==> src/rtl/core/bsf_pkg.sv <==
// ----------------------------------------------------------------------------
// bsf_pkg
// Shared types, constants and helpers for the bus slot filter with its
// receive and transmit rings.
// ----------------------------------------------------------------------------
package bsf_pkg;

    localparam int RX_DEPTH    = 32;
    localparam int TX_DEPTH    = 32;
    localparam int MSG_RESERVE = 18;

    localparam int RX_IDX_W  = $clog2(RX_DEPTH);
    localparam int TX_IDX_W  = $clog2(TX_DEPTH);
    localparam int TX_FILL_W = $clog2(TX_DEPTH + 1);
    localparam int TX_THRESH = TX_DEPTH - MSG_RESERVE;

    localparam int WORD_W = 9;
    localparam int BYTE_W = 8;
    localparam int SLOT_W = 5;

    localparam int                CALL_BIT       = 8;
    localparam logic [1:0]        CALL_KIND_POLL = 2'b10;
    localparam logic [SLOT_W-1:0] BROADCAST_SLOT = '0;

    typedef logic [RX_IDX_W-1:0]  rx_idx_t;
    typedef logic [TX_IDX_W-1:0]  tx_idx_t;
    typedef logic [TX_FILL_W-1:0] tx_fill_t;
    typedef logic [SLOT_W-1:0]    slot_t;

    typedef enum logic [2:0] {
        OP_LINE_WORD  = 3'd0,
        OP_HOST_PUSH  = 3'd1,
        OP_HOST_POP   = 3'd2,
        OP_LINE_READY = 3'd3,
        OP_TX_DONE    = 3'd4,
        OP_CLEAR_TX   = 3'd5,
        OP_FLUSH_RX   = 3'd6,
        OP_NOP        = 3'd7
    } op_t;

    typedef enum logic [3:0] {
        CMD_LINE,
        CMD_DROP,
        CMD_PUSH,
        CMD_POP,
        CMD_SEND,
        CMD_TX_DONE,
        CMD_CLEAR_TX,
        CMD_FLUSH_RX,
        CMD_NOP
    } cmd_kind_t;

    typedef struct packed {
        logic [2:0]        operation;
        logic [WORD_W-1:0] line_word;
        logic              frame_error;
        logic [BYTE_W-1:0] host_byte;
    } in_word_t;

    typedef struct packed {
        logic [WORD_W-1:0] rx_word;
        logic [BYTE_W-1:0] tx_byte;
        logic              tx_byte_valid;
        logic              drive_enable;
        logic              rx_available;
        logic              tx_ready;
        logic              tx_empty;
        logic              tx_almost_full;
    } out_word_t;

    typedef struct packed {
        cmd_kind_t         kind;
        logic [WORD_W-1:0] line_word;
        logic [BYTE_W-1:0] host_byte;
        logic              is_call;
        logic              is_inquiry;
    } cmd_t;

    function automatic rx_idx_t rx_next_idx(input rx_idx_t i);
        rx_idx_t r;
        if (i == RX_IDX_W'(RX_DEPTH - 1))
        begin
            r = '0;
        end
        else
        begin
            r = i + rx_idx_t'(1);
        end
        return r;
    endfunction

    function automatic tx_idx_t tx_next_idx(input tx_idx_t i);
        tx_idx_t r;
        if (i == TX_IDX_W'(TX_DEPTH - 1))
        begin
            r = '0;
        end
        else
        begin
            r = i + tx_idx_t'(1);
        end
        return r;
    endfunction

endpackage

==> src/rtl/core/bsf_front.sv <==
// ----------------------------------------------------------------------------
// bsf_front
// Accepts input words, classifies them into commands and holds them in a
// two-entry queue for the execution side.
// ----------------------------------------------------------------------------
module bsf_front (
    input  logic              clk,
    input  logic              rst_n,
    input  logic              in_valid,
    output logic              in_stall,
    input  bsf_pkg::in_word_t in_data,
    output logic              cmd_valid,
    input  logic              cmd_pop,
    output bsf_pkg::cmd_t     cmd
);

    bsf_pkg::cmd_t q_mem [2];
    logic          q_wr_reg;
    logic          q_wr_next;
    logic          q_rd_reg;
    logic          q_rd_next;
    logic [1:0]    q_cnt_reg;
    logic [1:0]    q_cnt_next;
    logic          push;
    logic          pop;
    bsf_pkg::cmd_t decoded;

    // classification
    always_comb
    begin
        decoded            = '0;
        decoded.line_word  = in_data.line_word;
        decoded.host_byte  = in_data.host_byte;
        decoded.is_call    = in_data.line_word[bsf_pkg::CALL_BIT];
        decoded.is_inquiry = (in_data.line_word[6:5] == bsf_pkg::CALL_KIND_POLL);
        case (bsf_pkg::op_t'(in_data.operation))
            bsf_pkg::OP_LINE_WORD:
                decoded.kind = in_data.frame_error ? bsf_pkg::CMD_DROP : bsf_pkg::CMD_LINE;
            bsf_pkg::OP_HOST_PUSH:  decoded.kind = bsf_pkg::CMD_PUSH;
            bsf_pkg::OP_HOST_POP:   decoded.kind = bsf_pkg::CMD_POP;
            bsf_pkg::OP_LINE_READY: decoded.kind = bsf_pkg::CMD_SEND;
            bsf_pkg::OP_TX_DONE:    decoded.kind = bsf_pkg::CMD_TX_DONE;
            bsf_pkg::OP_CLEAR_TX:   decoded.kind = bsf_pkg::CMD_CLEAR_TX;
            bsf_pkg::OP_FLUSH_RX:   decoded.kind = bsf_pkg::CMD_FLUSH_RX;
            default:                decoded.kind = bsf_pkg::CMD_NOP;
        endcase
    end

    assign in_stall  = (q_cnt_reg == 2'd2);
    assign push      = in_valid && !in_stall;
    assign cmd_valid = (q_cnt_reg != 2'd0);
    assign pop       = cmd_pop && cmd_valid;
    assign cmd       = q_mem[q_rd_reg];

    always_comb
    begin
        q_wr_next  = push ? ~q_wr_reg : q_wr_reg;
        q_rd_next  = pop ? ~q_rd_reg : q_rd_reg;
        q_cnt_next = q_cnt_reg + 2'(push) - 2'(pop);
    end

    always_ff @(posedge clk or negedge rst_n)
    begin
        if (!rst_n)
        begin
            q_wr_reg  <= 1'b0;
            q_rd_reg  <= 1'b0;
            q_cnt_reg <= 2'd0;
        end
        else
        begin
            q_wr_reg  <= q_wr_next;
            q_rd_reg  <= q_rd_next;
            q_cnt_reg <= q_cnt_next;
        end
    end

    always_ff @(posedge clk)
    begin
        if (push)
        begin
            q_mem[q_wr_reg] <= decoded;
        end
    end

endmodule

==> src/rtl/core/bsf_back.sv <==
// ----------------------------------------------------------------------------
// bsf_back
// Executes queued commands against the slot filter, the receive and
// transmit rings, and registers one result word per command.
// ----------------------------------------------------------------------------
module bsf_back (
    input  logic               clk,
    input  logic               rst_n,
    input  logic               cfg_write_enable,
    input  logic [4:0]         cfg_write_data,
    input  logic               cmd_valid,
    output logic               cmd_pop,
    input  bsf_pkg::cmd_t      cmd,
    output logic               out_valid,
    input  logic               out_stall,
    output bsf_pkg::out_word_t out_data
);

    logic [bsf_pkg::WORD_W-1:0] rx_mem [bsf_pkg::RX_DEPTH];
    logic [bsf_pkg::BYTE_W-1:0] tx_mem [bsf_pkg::TX_DEPTH];

    bsf_pkg::rx_idx_t   rx_wr_reg, rx_wr_next;
    bsf_pkg::rx_idx_t   rx_rd_reg, rx_rd_next;
    bsf_pkg::tx_idx_t   tx_wr_reg, tx_wr_next;
    bsf_pkg::tx_idx_t   tx_rd_reg, tx_rd_next;
    bsf_pkg::tx_fill_t  tx_fill_reg, tx_fill_next;
    bsf_pkg::slot_t     slot_reg, slot_next;
    bsf_pkg::slot_t     own_reg;
    logic               sending_reg, sending_next;
    logic               driver_reg, driver_next;
    logic               rx_we;
    logic               tx_we;
    logic               out_valid_reg;
    bsf_pkg::out_word_t out_reg, out_next;
    logic               exec;

    assign exec    = cmd_valid && (!out_valid_reg || !out_stall);
    assign cmd_pop = exec;

    always_comb
    begin
        rx_wr_next   = rx_wr_reg;
        rx_rd_next   = rx_rd_reg;
        tx_wr_next   = tx_wr_reg;
        tx_rd_next   = tx_rd_reg;
        tx_fill_next = tx_fill_reg;
        slot_next    = slot_reg;
        sending_next = sending_reg;
        driver_next  = driver_reg;
        rx_we        = 1'b0;
        tx_we        = 1'b0;
        out_next     = '0;
        case (cmd.kind)
            bsf_pkg::CMD_LINE:
            begin
                if (cmd.is_call)
                begin
                    slot_next = cmd.line_word[bsf_pkg::SLOT_W-1:0];
                    if (slot_next == own_reg && cmd.is_inquiry && tx_fill_reg != '0)
                    begin
                        driver_next  = 1'b1;
                        sending_next = 1'b1;
                    end
                end
                if (slot_next == bsf_pkg::BROADCAST_SLOT || slot_next == own_reg)
                begin
                    rx_we      = 1'b1;
                    rx_wr_next = bsf_pkg::rx_next_idx(rx_wr_reg);
                end
            end
            bsf_pkg::CMD_PUSH:
            begin
                if (tx_fill_reg < bsf_pkg::TX_FILL_W'(bsf_pkg::TX_DEPTH))
                begin
                    tx_we        = 1'b1;
                    tx_wr_next   = bsf_pkg::tx_next_idx(tx_wr_reg);
                    tx_fill_next = tx_fill_reg + bsf_pkg::tx_fill_t'(1);
                end
            end
            bsf_pkg::CMD_POP:
            begin
                if (rx_rd_reg != rx_wr_reg)
                begin
                    out_next.rx_word = rx_mem[rx_rd_reg];
                    rx_rd_next       = bsf_pkg::rx_next_idx(rx_rd_reg);
                end
            end
            bsf_pkg::CMD_SEND:
            begin
                if (sending_reg)
                begin
                    if (tx_fill_reg != '0)
                    begin
                        out_next.tx_byte       = tx_mem[tx_rd_reg];
                        out_next.tx_byte_valid = 1'b1;
                        tx_rd_next             = bsf_pkg::tx_next_idx(tx_rd_reg);
                        tx_fill_next           = tx_fill_reg - bsf_pkg::tx_fill_t'(1);
                    end
                    else
                    begin
                        sending_next = 1'b0;
                    end
                end
            end
            bsf_pkg::CMD_TX_DONE:
            begin
                driver_next = 1'b0;
            end
            bsf_pkg::CMD_CLEAR_TX:
            begin
                tx_wr_next   = tx_rd_reg;
                tx_fill_next = '0;
            end
            bsf_pkg::CMD_FLUSH_RX:
            begin
                rx_rd_next = '0;
                rx_wr_next = '0;
            end
            default:
            begin
            end
        endcase
        // status after the command
        out_next.drive_enable   = driver_next;
        out_next.rx_available   = (rx_rd_next != rx_wr_next);
        out_next.tx_ready       = (tx_fill_next < bsf_pkg::TX_FILL_W'(bsf_pkg::TX_THRESH));
        out_next.tx_empty       = (tx_fill_next == '0) && !driver_next;
        out_next.tx_almost_full = (tx_fill_next > bsf_pkg::TX_FILL_W'(bsf_pkg::TX_THRESH));
    end

    always_ff @(posedge clk or negedge rst_n)
    begin
        if (!rst_n)
        begin
            rx_wr_reg     <= '0;
            rx_rd_reg     <= '0;
            tx_wr_reg     <= '0;
            tx_rd_reg     <= '0;
            tx_fill_reg   <= '0;
            slot_reg      <= '0;
            own_reg       <= '0;
            sending_reg   <= 1'b0;
            driver_reg    <= 1'b0;
            out_valid_reg <= 1'b0;
        end
        else
        begin
            if (cfg_write_enable)
            begin
                own_reg <= cfg_write_data;
            end
            if (exec)
            begin
                rx_wr_reg   <= rx_wr_next;
                rx_rd_reg   <= rx_rd_next;
                tx_wr_reg   <= tx_wr_next;
                tx_rd_reg   <= tx_rd_next;
                tx_fill_reg <= tx_fill_next;
                slot_reg    <= slot_next;
                sending_reg <= sending_next;
                driver_reg  <= driver_next;
            end
            if (exec)
            begin
                out_valid_reg <= 1'b1;
            end
            else if (!out_stall)
            begin
                out_valid_reg <= 1'b0;
            end
        end
    end

    always_ff @(posedge clk)
    begin
        if (exec)
        begin
            out_reg <= out_next;
        end
        if (exec && rx_we)
        begin
            rx_mem[rx_wr_reg] <= cmd.line_word;
        end
        if (exec && tx_we)
        begin
            tx_mem[tx_wr_reg] <= cmd.host_byte;
        end
    end

    assign out_valid = out_valid_reg;
    assign out_data  = out_reg;

    a_fill_bound: assert property (@(posedge clk) disable iff (!rst_n)
        tx_fill_reg <= bsf_pkg::TX_FILL_W'(bsf_pkg::TX_DEPTH))
        else $error("transmit fill beyond ring depth");

    a_send_needs_enable: assert property (@(posedge clk) disable iff (!rst_n)
        (exec && cmd.kind == bsf_pkg::CMD_SEND && !sending_reg) |=> !out_reg.tx_byte_valid)
        else $error("byte sent while sending disabled");

    a_driver_with_send: assert property (@(posedge clk) disable iff (!rst_n)
        $rose(driver_reg) |-> sending_reg)
        else $error("driver turned on without sending enabled");

    a_no_exec_when_held: assert property (@(posedge clk) disable iff (!rst_n)
        (out_valid_reg && out_stall) |-> !exec)
        else $error("command executed over an untaken result");

endmodule

==> src/rtl/core/bus_slot_filter_uart_fifo_top.sv <==
// ----------------------------------------------------------------------------
// bus_slot_filter_uart_fifo_top
// Half-duplex 9-bit bus slave front end: slot filter, receive ring and
// transmit ring behind a classify stage and a short command queue.
// ----------------------------------------------------------------------------
// path: the accepted input word is registered in the command queue, then executed
// into the registered result word; throughput: one word per cycle while out_stall
// is low, and the two-entry queue decouples input from output stall
// reset: indexes, fill, slot, send and driver flags and own address cleared;
// ring contents are not cleared and are undefined until written
module bus_slot_filter_uart_fifo_top (
    input  logic               clk,
    input  logic               rst_n,
    input  logic               cfg_write_enable,
    input  logic [4:0]         cfg_write_data,
    input  logic               in_valid,
    output logic               in_stall,
    input  bsf_pkg::in_word_t  in_data,
    output logic               out_valid,
    input  logic               out_stall,
    output bsf_pkg::out_word_t out_data
);

    logic          cmd_valid;
    logic          cmd_pop;
    bsf_pkg::cmd_t cmd;

    bsf_front u_front (
        .clk       (clk),
        .rst_n     (rst_n),
        .in_valid  (in_valid),
        .in_stall  (in_stall),
        .in_data   (in_data),
        .cmd_valid (cmd_valid),
        .cmd_pop   (cmd_pop),
        .cmd       (cmd)
    );

    bsf_back u_back (
        .clk              (clk),
        .rst_n            (rst_n),
        .cfg_write_enable (cfg_write_enable),
        .cfg_write_data   (cfg_write_data),
        .cmd_valid        (cmd_valid),
        .cmd_pop          (cmd_pop),
        .cmd              (cmd),
        .out_valid        (out_valid),
        .out_stall        (out_stall),
        .out_data         (out_data)
    );

endmodule

==> config.mk <==
export PLATFORM = sky130hd
export DESIGN_NAME = bus_slot_filter_uart_fifo_top
export DESIGN_NICKNAME = d
export VERILOG_FILES = /design/src/rtl/core/bsf_pkg.sv /design/src/rtl/core/bsf_front.sv /design/src/rtl/core/bsf_back.sv /design/src/rtl/core/bus_slot_filter_uart_fifo_top.sv
export SDC_FILE = /design/constraint.sdc
export NUM_CORES = 1
export LEC_CHECK = 0
export ABC_AREA = 1
export BUFFER_PORTS_ARGS = -buffer_cell sky130_fd_sc_hd__clkbuf_2
export CAP_MARGIN = 40
export CELL_PAD_IN_SITES_DETAIL_PLACEMENT = 1
export CELL_PAD_IN_SITES_GLOBAL_PLACEMENT = 2
export CORE_UTILIZATION = 44
export DETAILED_ROUTE_END_ITERATION = 8
export PLACE_DENSITY = 0.82
export SETUP_SLACK_MARGIN = 0.15
export SYNTH_ARGS = -nofsm -noshare
export SYNTH_HDL_FRONTEND = slang
export SYNTH_SLANG_ARGS = --single-unit
==> constraint.sdc <==
create_clock -name clk -period 3.9 [get_ports clk]
set_clock_uncertainty 0.2 [all_clocks]
set_input_delay 0.39 -clock clk [delete_from_list [all_inputs] [get_ports clk]]
set_output_delay 0.39 -clock clk [all_outputs]
set_load 0.03 [all_outputs]
==> out/qor.csv <==
metric;value;unit
worst-slew-pin-transition;0.814;ns
ant_nets;0;
nFillCells;6209;
max_cap_viol_count;0;
layout-drive-gt1-share;13.9;%
syn2layout_area_growth;17.4;%
synth_nets;2294;
overflow;0;
numCtsBuffers;70;
via_per_inst;5.73;
synth-main-ff-cell;edfxtp_1;
routed_wl;78600;um
hp-class;in -> reg;
grt_max_degree;132;
min_period;3.43;ns
drt_iter0_drc;1325;
grt_pass1_wl;119000;um
cts.sinks;654;
largest_register_ffs;288;
cts_tree;built;
die_area;62500;um^2
grt_use_total;25.4;%
synth_most_common_cell;edfxtp_1;
fp.dieH;250;um
drc;0;
hold_violations;0;
post_synth.cell_area_avg;12.1;um^2
dp_hpwl;50300;um
synthArstFlopShare;6.57;%
utilization;52.4;%
slowest_stage;dfrtp_2;
io_buffers;55;
rows;90;
dieWidth;250;um
startpoint_type;register;
yosys_warnings;0;
diodes;0;
top_register;u_back.rx_mem;
status;finished clean;
syn_inst;2245;
antenna_found_initial;0;
critPathKind;reg -> reg;
synth-seq-cells;654;
reg.largest.list;u_back.rx_mem x288, u_back.tx_mem x256, u_front.q_mem x44;
seq_area_frac_synth;71.8;%
cp_data_arrival_time;3.56;ns
p_total;24.4;mW
root_buffer;clkbuf_16;
initial_utilization;44.7;%
synthTopCellsByCount;611 x edfxtp_1, 326 x nand2_1, 313 x nor2_1;
powerDensity;768;nW/um^2
syn-cell-area;27100;um^2
synth_top_cell_by_area;edfxtp_1;
min_period_over_period;88.0;%
end_kind;register;
crit_chain;inv_8, nand2_8, nand2_4, nand2_1, nand3_1, nand2_1, nand3_2, o21bai_4, nand3_1, nor2_1, buf_4;
fmaxAchievable;0.291;GHz
crit_fanout;25;
globalplace.congestion;0.875;
finalSetupViolCount;0;
clk_pin_slew_worst_paths;0.06;ns
cp.required;4.02;ns
synth.distinct_cells;47;
synth_edf_count;611;
insertion_delay;0.61;ns
pin_count;56;
peakVddDrop;0.432;mV
clockBufferDepth;3;
first_pass_iters;7;
synthTopCellsByArea;edfxtp_1 68%, o21ai_0 5.2%, nand2_1 4.5%;
rsz0062_at_grt;false;
cts_max_level;3;
relSlewSlack;45.7;%
coreArea;60600;um^2
slew_violations;0;
tns;0;ns
wire_per_inst;24.3;um
nets;2450;
crit_path_max_incr_delay;0.62;ns
p_leak;11.2;nW
grt_pass1_vias;19488;
yosysTopAreaCellShare;67.8;%
vias;18562;
## per-layer routing
| layer | GRT usage [%] | vias up | routed length [um] |
|---|---|---|---|
| met3 | 4.04 | 150 | 3800 |
| met5 | 0 | - | 0 |
| met1 | 32.9 | 9471 | 33100 |
| li1 | - | 8447 | - |
| met4 | 9.06 | 0 | 2520 |
| met2 | 43.1 | 494 | 39200 |
## final timing paths
path	depth (start not counted)	start	end	slack, ns
max	11	u_front.q_rd_reg$_DFFE_PN0P_	u_back.rx_mem[16][0]$_DFFE_PP_	0.47
min	5	in_valid	u_front.q_wr_reg$_DFFE_PN0P_	0.14
max reg2reg	11	u_front.q_rd_reg$_DFFE_PN0P_	u_back.rx_mem[16][0]$_DFFE_PP_	0.47
min reg2reg	2	u_back.driver_reg$_DFFE_PN0P_	u_back.driver_reg$_DFFE_PN0P_	0.30
max in group asynchronous	3	rst_n	u_front.q_rd_reg$_DFFE_PN0P_	2.49
min in group asynchronous	2	rst_n	u_back.own_reg[4]$_DFFE_PN0P_	0.22
## logic make-up after synthesis
group | after synthesis | synth area share [%]
xor gates and xnor gates | 16 | 0.518
AOI/OAI and AO/OA | 518 | 11.0
adders and majority gates | 18 | 0.832
and+or+nand+nor | 814 | 12.5
buffers and inverters | 225 | 3.35
DFF | 654 | 71.8
## metrics by stage
stage          area (um^2)  std cells  hold slack [ns]  setup slack [ns]
4_1_cts              31800       3241           0.0946             0.187
3_3_place_gp         28700       3062            0.273             0.356
6_report             31800       3241            0.143             0.468
2_1_floorplan        27100       2245           -0.106             0.845
3_5_place_dp         28900       3073            0.294             0.204
5_1_grt              31800       3241            0.154             0.164
## worst max-delay path: cells and delay by family (launching register included)
kind	cells	cell delay, ns
and+or+nand+nor	8	1.64
DFF	1	0.62
buffers and inverters	2	0.38
AOI/OAI and AO/OA	1	0.28
## power breakdown
group	leakage, nW	switching (mW)	internal (mW)	total (mW)
Sequential	6.08	0.461	9.04	9.50
Clock	1.18	2.87	4.22	7.09
Combinational	3.98	5.76	2.06	7.82
Total	11.2	9.09	15.3	24.4
## cell usage in the layout, fill, tap and decap left out, types with 18 or more instances in the layout
cell type / count
ha_1: 18
nor2_1: 311
dlygate4sd3_1: 38
clkbuf_16: 72
nand2_1: 318
edfxtp_1: 611
nand3_1: 116
nand4_1: 18
o21ai_0: 279
a21oi_1: 63
nand2_2: 18
buf_4: 104
o22ai_1: 97
dfrtp_1: 40
inv_1: 85
clkbuf_2: 55
## area by class of cell
class                   count  area (um^2)  area share (%)
clock buffers              86         1880            5.93
clock inverters            44          583            1.84
inverters                  98          379            1.19
multi-input cells        1366         6770            21.3
flip-flops and latches    654        19400            61.2
well taps                 782          978            3.08
repair buffers            211         1750            5.50
## timing repair
action | 4_1_cts | 5_1_grt
hold endpoints to repair | 76 | 0
setup buffers | 0 | 0
gates resized for setup | 0 | 1
setup endpoints to repair | 0 | 268
hold buffers | 38 | 0
(Power assumes the default switching activity.)
